[config.mk]
export PLATFORM = sky130hd
export DESIGN_NAME = rc_channel_trim_and_speed_limit
export DESIGN_NICKNAME = d
export VERILOG_FILES = /design/src/sv/rcts_pkg.sv /design/src/sv/rcts_front.sv /design/src/sv/rcts_div_stage.sv /design/src/sv/rcts_back.sv /design/src/sv/rc_channel_trim_and_speed_limit.sv
export VERILOG_INCLUDE_DIRS = /design/src /design/src/sv
export SDC_FILE = /design/constraint.sdc
export NUM_CORES = 2
export LEC_CHECK = 0
export ABC_AREA = 1
export BUFFER_PORTS_ARGS = -buffer_cell sky130_fd_sc_hd__buf_4
export CORE_UTILIZATION = 55
export CTS_CLUSTER_SIZE = 8
export DETAILED_ROUTE_END_ITERATION = 16
export HOLD_SLACK_MARGIN = 0.05
export PLACE_DENSITY = 0.82
export SYNTH_ARGS = -nofsm -noshare
export SYNTH_HDL_FRONTEND = slang
export SYNTH_SLANG_ARGS = --single-unit
[constraint.sdc]
create_clock -name clk -period 10.12 [get_ports clk]
set_input_delay 0.506 -clock clk [delete_from_list [all_inputs] [get_ports clk]]
set_output_delay 0.506 -clock clk [all_outputs]
set_load 0.02 [all_outputs]
[src/sv/rc_channel_trim_and_speed_limit_assert.svh]
// ----------------------------------------------------------------------------
// rc channel trim and speed limit assertion macros
// shared concurrent assertion forms, empty when SYNTH is defined
// ----------------------------------------------------------------------------
`ifndef RC_CHANNEL_TRIM_AND_SPEED_LIMIT_ASSERT_SVH
`define RC_CHANNEL_TRIM_AND_SPEED_LIMIT_ASSERT_SVH

`ifndef SYNTH

// same cycle implication
`define RCTS_ASSERT_IMP(label, clk, rst, ante, cons) \
  label: assert property (@(posedge clk) disable iff (rst) (ante) |-> (cons)) \
    else $error("%m: implication failed");

// next cycle implication
`define RCTS_ASSERT_NXT(label, clk, rst, ante, cons) \
  label: assert property (@(posedge clk) disable iff (rst) (ante) |=> (cons)) \
    else $error("%m: next cycle implication failed");

`else

`define RCTS_ASSERT_IMP(label, clk, rst, ante, cons)
`define RCTS_ASSERT_NXT(label, clk, rst, ante, cons)

`endif

`endif

[src/sv/rcts_pkg.sv]
// ----------------------------------------------------------------------------
// rcts_pkg
// widths, register codes, reset values and shared types of the channel
// trim and speed limit pipeline
// ----------------------------------------------------------------------------
`timescale 1ns / 1ps
`default_nettype none

package rcts_pkg;

  localparam int CH_W       = 11;
  localparam int MV_W       = 16;
  localparam int Q_W        = 17;
  localparam int Q_FRAC     = 16;
  localparam int PCT_W      = 7;
  localparam int CFG_IDX_W  = 3;
  localparam int CFG_DATA_W = 17;

  localparam int DIV_STAGE_BITS_DEF = 4;

  localparam logic [Q_W-1:0]         Q16_ONE    = Q_W'(65536);
  localparam logic [PCT_W-1:0]       PCT_SCALE  = PCT_W'(100);
  localparam logic [Q_W+PCT_W-1:0]   PCT_ROUND  = (Q_W+PCT_W)'(32768);

  localparam logic [CFG_IDX_W-1:0] REG_CHANNEL_MIN    = 3'd0;
  localparam logic [CFG_IDX_W-1:0] REG_CHANNEL_CENTER = 3'd1;
  localparam logic [CFG_IDX_W-1:0] REG_CHANNEL_MAX    = 3'd2;
  localparam logic [CFG_IDX_W-1:0] REG_CRAWL_THRESH   = 3'd3;
  localparam logic [CFG_IDX_W-1:0] REG_WARN_THRESH    = 3'd4;
  localparam logic [CFG_IDX_W-1:0] REG_CRAWL_LIMIT    = 3'd5;
  localparam logic [CFG_IDX_W-1:0] REG_TRIM_LIMIT     = 3'd6;

  localparam logic [CH_W-1:0] RST_CHANNEL_MIN    = CH_W'(172);
  localparam logic [CH_W-1:0] RST_CHANNEL_CENTER = CH_W'(992);
  localparam logic [CH_W-1:0] RST_CHANNEL_MAX    = CH_W'(1811);
  localparam logic [MV_W-1:0] RST_CRAWL_THRESH   = MV_W'(6000);
  localparam logic [MV_W-1:0] RST_WARN_THRESH    = MV_W'(7000);
  localparam logic [Q_W-1:0]  RST_CRAWL_LIMIT    = Q_W'(6554);
  localparam logic [Q_W-1:0]  RST_TRIM_LIMIT     = Q_W'(13107);

  typedef enum logic [1:0] {
    LIM_ZERO,
    LIM_FULL,
    LIM_DIV
  } lim_mode_t;

  typedef struct packed {
    logic            armed;
    logic            crawl;
    logic            warn;
    logic [CH_W-1:0] steer;
    logic [CH_W-1:0] throttle;
    logic [CH_W-1:0] s_trim;
    logic [CH_W-1:0] t_trim;
    logic [CH_W-1:0] trim_mag;
    logic            trim_neg;
    lim_mode_t       mode;
  } side_t;

  typedef struct packed {
    logic [CH_W-1:0]   rem;
    logic [CH_W-1:0]   den;
    logic [Q_FRAC-1:0] quot;
  } div_t;

  function automatic logic [CH_W-1:0] clamp_ch(input logic signed [CH_W+3:0] v,
                                                input logic [CH_W-1:0] lo,
                                                input logic [CH_W-1:0] hi);
    logic signed [CH_W+3:0] r;
    r = v;
    if (r < $signed({4'b0000, lo})) r = $signed({4'b0000, lo});
    if (r > $signed({4'b0000, hi})) r = $signed({4'b0000, hi});
    return r[CH_W-1:0];
  endfunction

endpackage

`default_nettype wire

[src/sv/rcts_front.sv]
// ----------------------------------------------------------------------------
// rcts_front
// first stage: registers the item, sorts out the speed limit case,
// bounds the steering trim offset and sets the battery flags
// ----------------------------------------------------------------------------
`timescale 1ns / 1ps
`default_nettype none

module rcts_front import rcts_pkg::*; (
  input  wire logic            clk,
  input  wire logic            rst,
  input  wire logic            take,
  input  wire logic [CH_W-1:0] steer_value,
  input  wire logic [CH_W-1:0] throttle_value,
  input  wire logic [CH_W-1:0] steer_trim,
  input  wire logic [CH_W-1:0] throttle_trim,
  input  wire logic [MV_W-1:0] battery_mv,
  input  wire logic            arm_switch,
  input  wire logic [CH_W-1:0] channel_min,
  input  wire logic [CH_W-1:0] channel_center,
  input  wire logic [CH_W-1:0] channel_max,
  input  wire logic [MV_W-1:0] crawl_threshold_mv,
  input  wire logic [MV_W-1:0] warn_threshold_mv,
  output logic                 valid,
  output side_t                side,
  output div_t                 div
);

  side_t side_next;
  div_t  div_next;

  always_comb begin
    logic [CH_W-1:0] trim_abs;
    logic [CH_W-1:0] upper_span;
    logic [CH_W-1:0] full_span;
    logic [CH_W-1:0] trim_dev;
    logic            batt_known;

    batt_known = battery_mv != '0;

    side_next.armed    = arm_switch;
    side_next.crawl    = batt_known && (battery_mv < crawl_threshold_mv);
    side_next.warn     = batt_known && (battery_mv < warn_threshold_mv);
    side_next.steer    = steer_value;
    side_next.throttle = throttle_value;
    side_next.s_trim   = steer_trim;
    side_next.t_trim   = throttle_trim;

    // steering trim offset, bounded to the upper half span
    side_next.trim_neg = steer_trim < channel_center;
    trim_abs   = side_next.trim_neg ? (channel_center - steer_trim)
                                    : (steer_trim - channel_center);
    upper_span = channel_max - channel_center;
    if (channel_max > channel_center) begin
      side_next.trim_mag = (trim_abs > upper_span) ? upper_span : trim_abs;
    end else begin
      side_next.trim_mag = '0;
    end

    // speed limit: fixed ends, or a fraction left to the divider
    full_span    = channel_max - channel_min;
    trim_dev     = throttle_trim - channel_min;
    div_next.rem  = '0;
    div_next.den  = CH_W'(1);
    div_next.quot = '0;
    if (channel_max <= channel_min) begin
      if (throttle_trim >= channel_min) begin
        side_next.mode = LIM_FULL;
      end else begin
        side_next.mode = LIM_ZERO;
      end
    end else if (throttle_trim <= channel_min) begin
      side_next.mode = LIM_ZERO;
    end else if (trim_dev >= full_span) begin
      side_next.mode = LIM_FULL;
    end else begin
      side_next.mode = LIM_DIV;
      div_next.rem   = trim_dev;
      div_next.den   = full_span;
    end
  end

  always_ff @(posedge clk) begin
    if (rst) begin
      valid <= 1'b0;
    end else begin
      valid <= take;
    end
  end

  always_ff @(posedge clk) begin
    side <= side_next;
    div  <= div_next;
  end

endmodule

`default_nettype wire

[src/sv/rcts_div_stage.sv]
// ----------------------------------------------------------------------------
// rcts_div_stage
// one stage of the restoring divider for the speed limit fraction,
// STAGE_BITS quotient bits per stage, item fields ride along
// ----------------------------------------------------------------------------
`timescale 1ns / 1ps
`default_nettype none

`include "rc_channel_trim_and_speed_limit_assert.svh"

module rcts_div_stage import rcts_pkg::*; #(
  parameter int STAGE_BITS = DIV_STAGE_BITS_DEF
) (
  input  wire logic  clk,
  input  wire logic  rst,
  input  wire logic  valid_in,
  input  wire side_t side_in,
  input  wire div_t  div_in,
  output logic       valid_out,
  output side_t      side_out,
  output div_t       div_out
);

  div_t div_next;

  always_comb begin
    logic [CH_W:0]     r2;
    logic [CH_W-1:0]   r;
    logic [Q_FRAC-1:0] q;
    r = div_in.rem;
    q = div_in.quot;
    for (int i = 0; i < STAGE_BITS; i++) begin
      r2 = {r, 1'b0};
      if (r2 >= {1'b0, div_in.den}) begin
        r = CH_W'(r2 - {1'b0, div_in.den});
        q = {q[Q_FRAC-2:0], 1'b1};
      end else begin
        r = r2[CH_W-1:0];
        q = {q[Q_FRAC-2:0], 1'b0};
      end
    end
    div_next.rem  = r;
    div_next.den  = div_in.den;
    div_next.quot = q;
  end

  always_ff @(posedge clk) begin
    if (rst) begin
      valid_out <= 1'b0;
    end else begin
      valid_out <= valid_in;
    end
  end

  always_ff @(posedge clk) begin
    side_out <= side_in;
    div_out  <= div_next;
  end

  `RCTS_ASSERT_IMP(a_rem_below_den, clk, rst, valid_out, div_out.rem < div_out.den)
  `RCTS_ASSERT_NXT(a_valid_moves, clk, rst, valid_in, valid_out)

endmodule

`default_nettype wire

[src/sv/rcts_back.sv]
// ----------------------------------------------------------------------------
// rcts_back
// last two stages: speed limit select and products, then flooring,
// percent rounding, clamping, disarm override and the registered result
// ----------------------------------------------------------------------------
`timescale 1ns / 1ps
`default_nettype none

`include "rc_channel_trim_and_speed_limit_assert.svh"

module rcts_back import rcts_pkg::*; (
  input  wire logic            clk,
  input  wire logic            rst,
  input  wire logic            valid_in,
  input  wire side_t           side_in,
  input  wire div_t            div_in,
  input  wire logic [CH_W-1:0] channel_min,
  input  wire logic [CH_W-1:0] channel_center,
  input  wire logic [CH_W-1:0] channel_max,
  input  wire logic [Q_W-1:0]  crawl_limit_q16,
  input  wire logic [Q_W-1:0]  trim_limit_q16,
  output logic                 done,
  output logic [CH_W-1:0]      out_steer,
  output logic [CH_W-1:0]      out_throttle,
  output logic [CH_W-1:0]      out_arm,
  output logic [CH_W-1:0]      out_steer_trim,
  output logic [CH_W-1:0]      out_throttle_trim,
  output logic [PCT_W-1:0]     limit_percent,
  output logic                 crawl_active,
  output logic                 battery_warning
);

  localparam int THR_W   = CH_W + Q_W + 2;
  localparam int PCT_P_W = Q_W + PCT_W;
  localparam int STR_P_W = CH_W + Q_W;

  // product stage
  logic                       a_valid;
  side_t                      a_side;
  logic signed [THR_W-1:0]    a_thr_prod;
  logic [PCT_P_W-1:0]         a_pct_prod;
  logic [STR_P_W-1:0]         a_steer_prod;

  logic signed [THR_W-1:0]    thr_prod_next;
  logic [PCT_P_W-1:0]         pct_prod_next;
  logic [STR_P_W-1:0]         steer_prod_next;

  always_comb begin
    logic [Q_W-1:0]        lim;
    logic signed [CH_W:0]  dev;
    case (side_in.mode)
      LIM_FULL: lim = Q16_ONE;
      LIM_DIV:  lim = {1'b0, div_in.quot};
      default:  lim = '0;
    endcase
    if (side_in.crawl && (lim > crawl_limit_q16)) lim = crawl_limit_q16;
    dev             = $signed({1'b0, side_in.throttle}) - $signed({1'b0, channel_center});
    thr_prod_next   = THR_W'(dev) * THR_W'($signed({1'b0, lim}));
    pct_prod_next   = PCT_P_W'(lim) * PCT_P_W'(PCT_SCALE);
    steer_prod_next = STR_P_W'(side_in.trim_mag) * STR_P_W'(trim_limit_q16);
  end

  always_ff @(posedge clk) begin
    if (rst) begin
      a_valid <= 1'b0;
    end else begin
      a_valid <= valid_in;
    end
  end

  always_ff @(posedge clk) begin
    a_side       <= side_in;
    a_thr_prod   <= thr_prod_next;
    a_pct_prod   <= pct_prod_next;
    a_steer_prod <= steer_prod_next;
  end

  // output stage
  logic [CH_W-1:0]  steer_next;
  logic [CH_W-1:0]  throttle_next;
  logic [PCT_W-1:0] pct_next;

  always_comb begin
    logic signed [THR_W-Q_FRAC-1:0] thr_shift;
    logic signed [CH_W+3:0]         thr_v;
    logic [CH_W:0]                  steer_shift;
    logic signed [CH_W+3:0]         steer_v;
    logic [PCT_P_W-1:0]             pct_sum;
    thr_shift     = a_thr_prod[THR_W-1:Q_FRAC];
    thr_v         = $signed({4'b0000, channel_center}) + (CH_W+4)'(thr_shift);
    throttle_next = clamp_ch(thr_v, channel_min, channel_max);
    steer_shift   = a_steer_prod[STR_P_W-1:Q_FRAC];
    if (a_side.trim_neg) begin
      steer_v = $signed({4'b0000, a_side.steer}) - $signed({3'b000, steer_shift});
    end else begin
      steer_v = $signed({4'b0000, a_side.steer}) + $signed({3'b000, steer_shift});
    end
    steer_next = clamp_ch(steer_v, channel_min, channel_max);
    pct_sum    = a_pct_prod + PCT_ROUND;
    pct_next   = pct_sum[Q_FRAC+PCT_W-1:Q_FRAC];
  end

  always_ff @(posedge clk) begin
    if (rst) begin
      done <= 1'b0;
    end else begin
      done <= a_valid;
    end
  end

  always_ff @(posedge clk) begin
    out_steer         <= a_side.armed ? steer_next     : channel_center;
    out_throttle      <= a_side.armed ? throttle_next  : channel_center;
    out_arm           <= a_side.armed ? channel_max    : channel_min;
    out_steer_trim    <= a_side.armed ? a_side.s_trim  : channel_center;
    out_throttle_trim <= a_side.armed ? a_side.t_trim  : channel_center;
    limit_percent     <= pct_next;
    crawl_active      <= a_side.crawl;
    battery_warning   <= a_side.warn;
  end

  `RCTS_ASSERT_IMP(a_pct_range, clk, rst, done, limit_percent <= PCT_SCALE)

endmodule

`default_nettype wire

[src/sv/rc_channel_trim_and_speed_limit.sv]
// ----------------------------------------------------------------------------
// rc_channel_trim_and_speed_limit
// steering trim, throttle speed limit and arm gating for radio channel words
//
// usage:
//   an item (one frame of channel words, battery voltage and arm switch) is
//   taken at a rising edge with start high and busy low; busy is high only
//   during reset and in the cycle after it
//   the result shows on the out_* ports, limit_percent, crawl_active and
//   battery_warning for exactly one cycle, marked by done; the receiver
//   cannot hold it off
//   an item passes the front register, the divider stage registers (four
//   quotient bits per divider stage by default), the product register
//   and the output register before the result shows
//   throughput is one item per cycle while busy is low; the speed limit divider is unrolled
//   into register stages, so nothing in the path loops
//   registers are written through wr_en / wr_index / wr_data at any edge;
//   change them only while no item is in flight
//   reset loads the register defaults and drops every item in flight
// ----------------------------------------------------------------------------
`timescale 1ns / 1ps
`default_nettype none

`include "rc_channel_trim_and_speed_limit_assert.svh"

module rc_channel_trim_and_speed_limit import rcts_pkg::*; #(
  parameter int DIV_STAGE_BITS = DIV_STAGE_BITS_DEF
) (
  input  wire logic                  clk,
  input  wire logic                  rst,
  input  wire logic                  start,
  output logic                       busy,
  input  wire logic [CH_W-1:0]       steer_value,
  input  wire logic [CH_W-1:0]       throttle_value,
  input  wire logic [CH_W-1:0]       steer_trim,
  input  wire logic [CH_W-1:0]       throttle_trim,
  input  wire logic [MV_W-1:0]       battery_mv,
  input  wire logic                  arm_switch,
  input  wire logic                  wr_en,
  input  wire logic [CFG_IDX_W-1:0]  wr_index,
  input  wire logic [CFG_DATA_W-1:0] wr_data,
  output logic                       done,
  output logic [CH_W-1:0]            out_steer,
  output logic [CH_W-1:0]            out_throttle,
  output logic [CH_W-1:0]            out_arm,
  output logic [CH_W-1:0]            out_steer_trim,
  output logic [CH_W-1:0]            out_throttle_trim,
  output logic [PCT_W-1:0]           limit_percent,
  output logic                       crawl_active,
  output logic                       battery_warning
);

  localparam int DIV_STAGES = Q_FRAC / DIV_STAGE_BITS;
  localparam int LATENCY    = DIV_STAGES + 3;

  logic [CH_W-1:0] channel_min;
  logic [CH_W-1:0] channel_center;
  logic [CH_W-1:0] channel_max;
  logic [MV_W-1:0] crawl_threshold_mv;
  logic [MV_W-1:0] warn_threshold_mv;
  logic [Q_W-1:0]  crawl_limit_q16;
  logic [Q_W-1:0]  trim_limit_q16;

  logic take;
  assign take = start && !busy;

  always_ff @(posedge clk) begin
    if (rst) begin
      busy <= 1'b1;
    end else begin
      busy <= 1'b0;
    end
  end

  // register file
  always_ff @(posedge clk) begin
    if (rst) begin
      channel_min        <= RST_CHANNEL_MIN;
      channel_center     <= RST_CHANNEL_CENTER;
      channel_max        <= RST_CHANNEL_MAX;
      crawl_threshold_mv <= RST_CRAWL_THRESH;
      warn_threshold_mv  <= RST_WARN_THRESH;
      crawl_limit_q16    <= RST_CRAWL_LIMIT;
      trim_limit_q16     <= RST_TRIM_LIMIT;
    end else if (wr_en) begin
      case (wr_index)
        REG_CHANNEL_MIN:    channel_min        <= wr_data[CH_W-1:0];
        REG_CHANNEL_CENTER: channel_center     <= wr_data[CH_W-1:0];
        REG_CHANNEL_MAX:    channel_max        <= wr_data[CH_W-1:0];
        REG_CRAWL_THRESH:   crawl_threshold_mv <= wr_data[MV_W-1:0];
        REG_WARN_THRESH:    warn_threshold_mv  <= wr_data[MV_W-1:0];
        REG_CRAWL_LIMIT:    crawl_limit_q16    <= wr_data[Q_W-1:0];
        REG_TRIM_LIMIT:     trim_limit_q16     <= wr_data[Q_W-1:0];
        default: begin
        end
      endcase
    end
  end

  logic  stg_valid [DIV_STAGES+1];
  side_t stg_side  [DIV_STAGES+1];
  div_t  stg_div   [DIV_STAGES+1];

  rcts_front u_front (
    .clk                (clk),
    .rst                (rst),
    .take               (take),
    .steer_value        (steer_value),
    .throttle_value     (throttle_value),
    .steer_trim         (steer_trim),
    .throttle_trim      (throttle_trim),
    .battery_mv         (battery_mv),
    .arm_switch         (arm_switch),
    .channel_min        (channel_min),
    .channel_center     (channel_center),
    .channel_max        (channel_max),
    .crawl_threshold_mv (crawl_threshold_mv),
    .warn_threshold_mv  (warn_threshold_mv),
    .valid              (stg_valid[0]),
    .side               (stg_side[0]),
    .div                (stg_div[0])
  );

  for (genvar g = 0; g < DIV_STAGES; g++) begin : g_div
    rcts_div_stage #(
      .STAGE_BITS (DIV_STAGE_BITS)
    ) u_div (
      .clk       (clk),
      .rst       (rst),
      .valid_in  (stg_valid[g]),
      .side_in   (stg_side[g]),
      .div_in    (stg_div[g]),
      .valid_out (stg_valid[g+1]),
      .side_out  (stg_side[g+1]),
      .div_out   (stg_div[g+1])
    );
  end

  rcts_back u_back (
    .clk               (clk),
    .rst               (rst),
    .valid_in          (stg_valid[DIV_STAGES]),
    .side_in           (stg_side[DIV_STAGES]),
    .div_in            (stg_div[DIV_STAGES]),
    .channel_min       (channel_min),
    .channel_center    (channel_center),
    .channel_max       (channel_max),
    .crawl_limit_q16   (crawl_limit_q16),
    .trim_limit_q16    (trim_limit_q16),
    .done              (done),
    .out_steer         (out_steer),
    .out_throttle      (out_throttle),
    .out_arm           (out_arm),
    .out_steer_trim    (out_steer_trim),
    .out_throttle_trim (out_throttle_trim),
    .limit_percent     (limit_percent),
    .crawl_active      (crawl_active),
    .battery_warning   (battery_warning)
  );

  `RCTS_ASSERT_IMP(a_item_latency, clk, rst, take, ##LATENCY done)
  `RCTS_ASSERT_IMP(a_arm_word, clk, rst, done, (out_arm == channel_max) || (out_arm == channel_min))

endmodule

`default_nettype wire

==> results.cfg <==
[synthesis]
synth_compound_area_frac = 0.112
synth_adder_area_share = 0.286
synth_edf_count = 0
yosys_warnings = 0
synthTopCellsByArea = dfxtp_1 29%, ha_1 15%, fa_1 13%
syn_area_per_cell_um2 = 8.00
synth_nets = 6762
synth-main-ff-cell = dfxtp_1
ys_top_cells_by_count = 1,286 x nand2_1, 929 x inv_1, 675 x dfxtp_1
syn_area_um2 = 46400
synth_seq_cells = 675
synth-simple-area-share = 0.177
async_reset_ff_frac = 0
syn_inst = 5801
synth.top_cell.area_share = 0.291
yosysTopAreaCell = dfxtp_1
ys_seq_area_frac = 0.291
synthMuxAreaShare = 0
synth_top_family_by_area = adder cells
yosysMostFrequentCell = nand2_1
synthXorXnorAreaFrac = 0.0429
synth_cell_types = 63

[clock_tree]
root_buffer = clkbuf_16
clockBufferDepth = 3
cts_num_sinks = 675
worstSkewPairLatency_ns = 0.69
cts_max_level = 3
cts_tree = built
cts_inserted_buffers = 95
post_cts_buffers = 0
cts.reportedPaths.clkPinSlew_ns = 0.05

[global_routing]
grt_pass1_vias = 38300
grt_antenna_before_repair = 6
grt_pass1_wl_mm = 198
grt.total_usage = 0.288
grt-ovfl-total = 0
grt_max_degree = 70

[place]
io_buffers = 150
dp.cells = 6913
dp_hpwl_mm = 96.5
gp_congestion = 0.973

[worst_hold_path]
hold_class = in -> reg
holdCritStartpoint = rst
min_to = busy$_DFF_P_
whs_path_depth = 1

[timing]
finalSetupTns_ns = 0
fin_crit_sh = 0.840
tightest_slew_ns = 1.13
fin_crit_ns = 8.50
hold_viol_final = 0
rsz0062_at_grt = no
drv_slew = 0
max_freq_mhz = 118
setup_viol = 0
slew_headroom = 0.242
clock_skew_ns = 0.0723

[layout]
multi_input_area_um2 = 28600
seqCellArea_um2 = 13500
fin_cells = 7068
drive_gt1_frac = 0.0623
fillers = 7119
area_growth_pct = 11.0
nets = 6936

[route]
vias = 39000
wl_met3_mm = 9.79
viasPerCell = 5.52
wl_met2_mm = 57.9
drc = 0
drt-met1-wl_mm = 51.5
ant_nets = 0
routed_wl_mm = 123
wl_per_cell_um = 17.4
maxUsedRoutingLayer = met4
drt_iter0_markers = 3456
drt_first_pass_iters = 6

[worst_setup_path]
r2r_start = g_div[3].u_div.side_out[1]$_DFF_P_
r2r-end = u_back.a_thr_prod[29]$_DFF_P_
path_max_fanout = 27
max_stage_delay_ns = 0.54
cp-end-kind = register
critPathLaunchType = register
arrival_ns = 9.08
r2r_slack_ns = 1.62
cp.required_ns = 10.70
rr_worst_depth = 32
worstSetupPathType = reg -> reg
cp_slowest_cell = clkinv_1

[die]
rows = 106
io_pins = 151
die_h_um = 292
die_w_um = 292
initial_core_util = 0.555
coreArea_um2 = 83600
fp.dieArea_um2 = 85500

[flow_run]
maxCapViolCount = 0

[run_status]
status = finished, final reports clean
-- final cells by class --
cell class,instances,area share
diodes,2,0.0000972
clock buffers,99,0.0467
clock inverters,9,0.00433
inverters,967,0.0706
multi-input cells,4024,0.556
flip-flops and latches,675,0.263
well taps,1080,0.0263
repair buffers,212,0.0331
-- metrics by stage --
stage	setup WS, ns	cell area [um^2]	hold WS, ns	util
after floorplan	2.99	46400	0.310	-
after global placement	1.84	48400	0.310	0.579
after detailed placement	1.65	48400	0.312	0.579
after CTS	1.61	51500	0.0799	0.616
after global routing	0.732	51500	0.0863	0.616
final	1.62	51500	0.103	0.616
-- per-layer routing --
layer / track usage / vias up
li1: - / 18800
met1: 0.383 / 18400
met3: 0.0392 / 255
met2: 0.485 / 1579
met4: 0.0896 / 0
met5: 0 / -
-- how the worst max path moves through the flow --
stage,slack (ns),end,start
after floorplan,2.99,u_back.a_thr_prod[29]$_DFF_P_,g_div[3].u_div.side_out[1]$_DFF_P_
after global placement,1.84,u_back.a_thr_prod[29]$_DFF_P_,g_div[3].u_div.side_out[1]$_DFF_P_
after detailed placement,1.65,u_back.a_thr_prod[29]$_DFF_P_,g_div[3].u_div.side_out[1]$_DFF_P_
after CTS,1.61,u_back.a_thr_prod[29]$_DFF_P_,g_div[3].u_div.side_out[1]$_DFF_P_
after global routing,0.73,u_back.a_thr_prod[29]$_DFF_P_,g_div[3].u_div.side_out[1]$_DFF_P_
final,1.62,u_back.a_thr_prod[29]$_DFF_P_,g_div[3].u_div.side_out[1]$_DFF_P_
-- placed cells by master (no fill, tap or decap), drive strengths merged, types with 3 or more instances in the layout --
master,netlist,routed
a211oi,13,13
a21boi,8,8
a21o,19,19
a21oi,396,396
a221oi,4,4
a31oi,14,14
and2,7,7
buf,35,167
clkbuf,100,99
clkinv,14,22
dfxtp,675,675
dlygate4sd3,0,45
fa,306,306
ha,570,570
inv,953,953
nand2,1292,1292
nand3,214,214
nand3b,3,3
nand4,34,34
nor2,351,351
nor3,47,47
nor4,16,16
o2111ai,5,5
o211ai,49,49
o21a,14,14
o21ai,360,360
o21bai,22,22
o221ai,5,5
o31ai,12,12
or2,22,22
xnor2,67,67
xor2,160,160
-- sequential cells by signal, summed over array words and instances (netlist names), 4 cells and up --
register	cells
channel_min	11
g_div.u_div.valid_out	4
u_front.div	22
channel_center	11
u_back.out_arm	11
g_div.u_div.div_out	106
u_front.side	61
crawl_limit_q16	17
u_back.out_steer_trim	11
u_back.limit_percent	7
warn_threshold_mv	16
u_back.out_throttle	11
u_back.a_pct_prod	8
u_back.a_thr_prod	14
crawl_threshold_mv	16
g_div.u_div.side_out	244
channel_max	11
u_back.a_steer_prod	12
u_back.a_side	37
u_back.out_steer	11
u_back.out_throttle_trim	11
trim_limit_q16	17
-- worst max-delay path: cells and delay by family, from the launching register on --
kind                       cells  cell delay, ns
xor gates and xnor gates       1            0.11
buffers and inverters          7            1.58
AOI/OAI and AO/OA              3            0.93
adders and majority gates      7            3.22
DFF                            1            0.34
and+or+nand+nor               14            2.22
-- logic make-up after synthesis --
kind of cell	after synthesis
XOR/XNOR	227
AO/OA/AOI/OAI	931
AND/OR/NAND/NOR	1990
adder cells (fa/ha/maj)	876
flip-flops	675
buffers and inverters	1102
-- what timing repair did --
item | CTS | global route
gates resized for setup | 0 | 0
endpoints found under the hold margin | 45 | 0
endpoints found under the setup margin | 0 | 0
hold buffers | 45 | 0
Power is left out: the tool's default activity adds up to more than one toggle a clock period on the data nets, which glitch-free logic cannot reach.
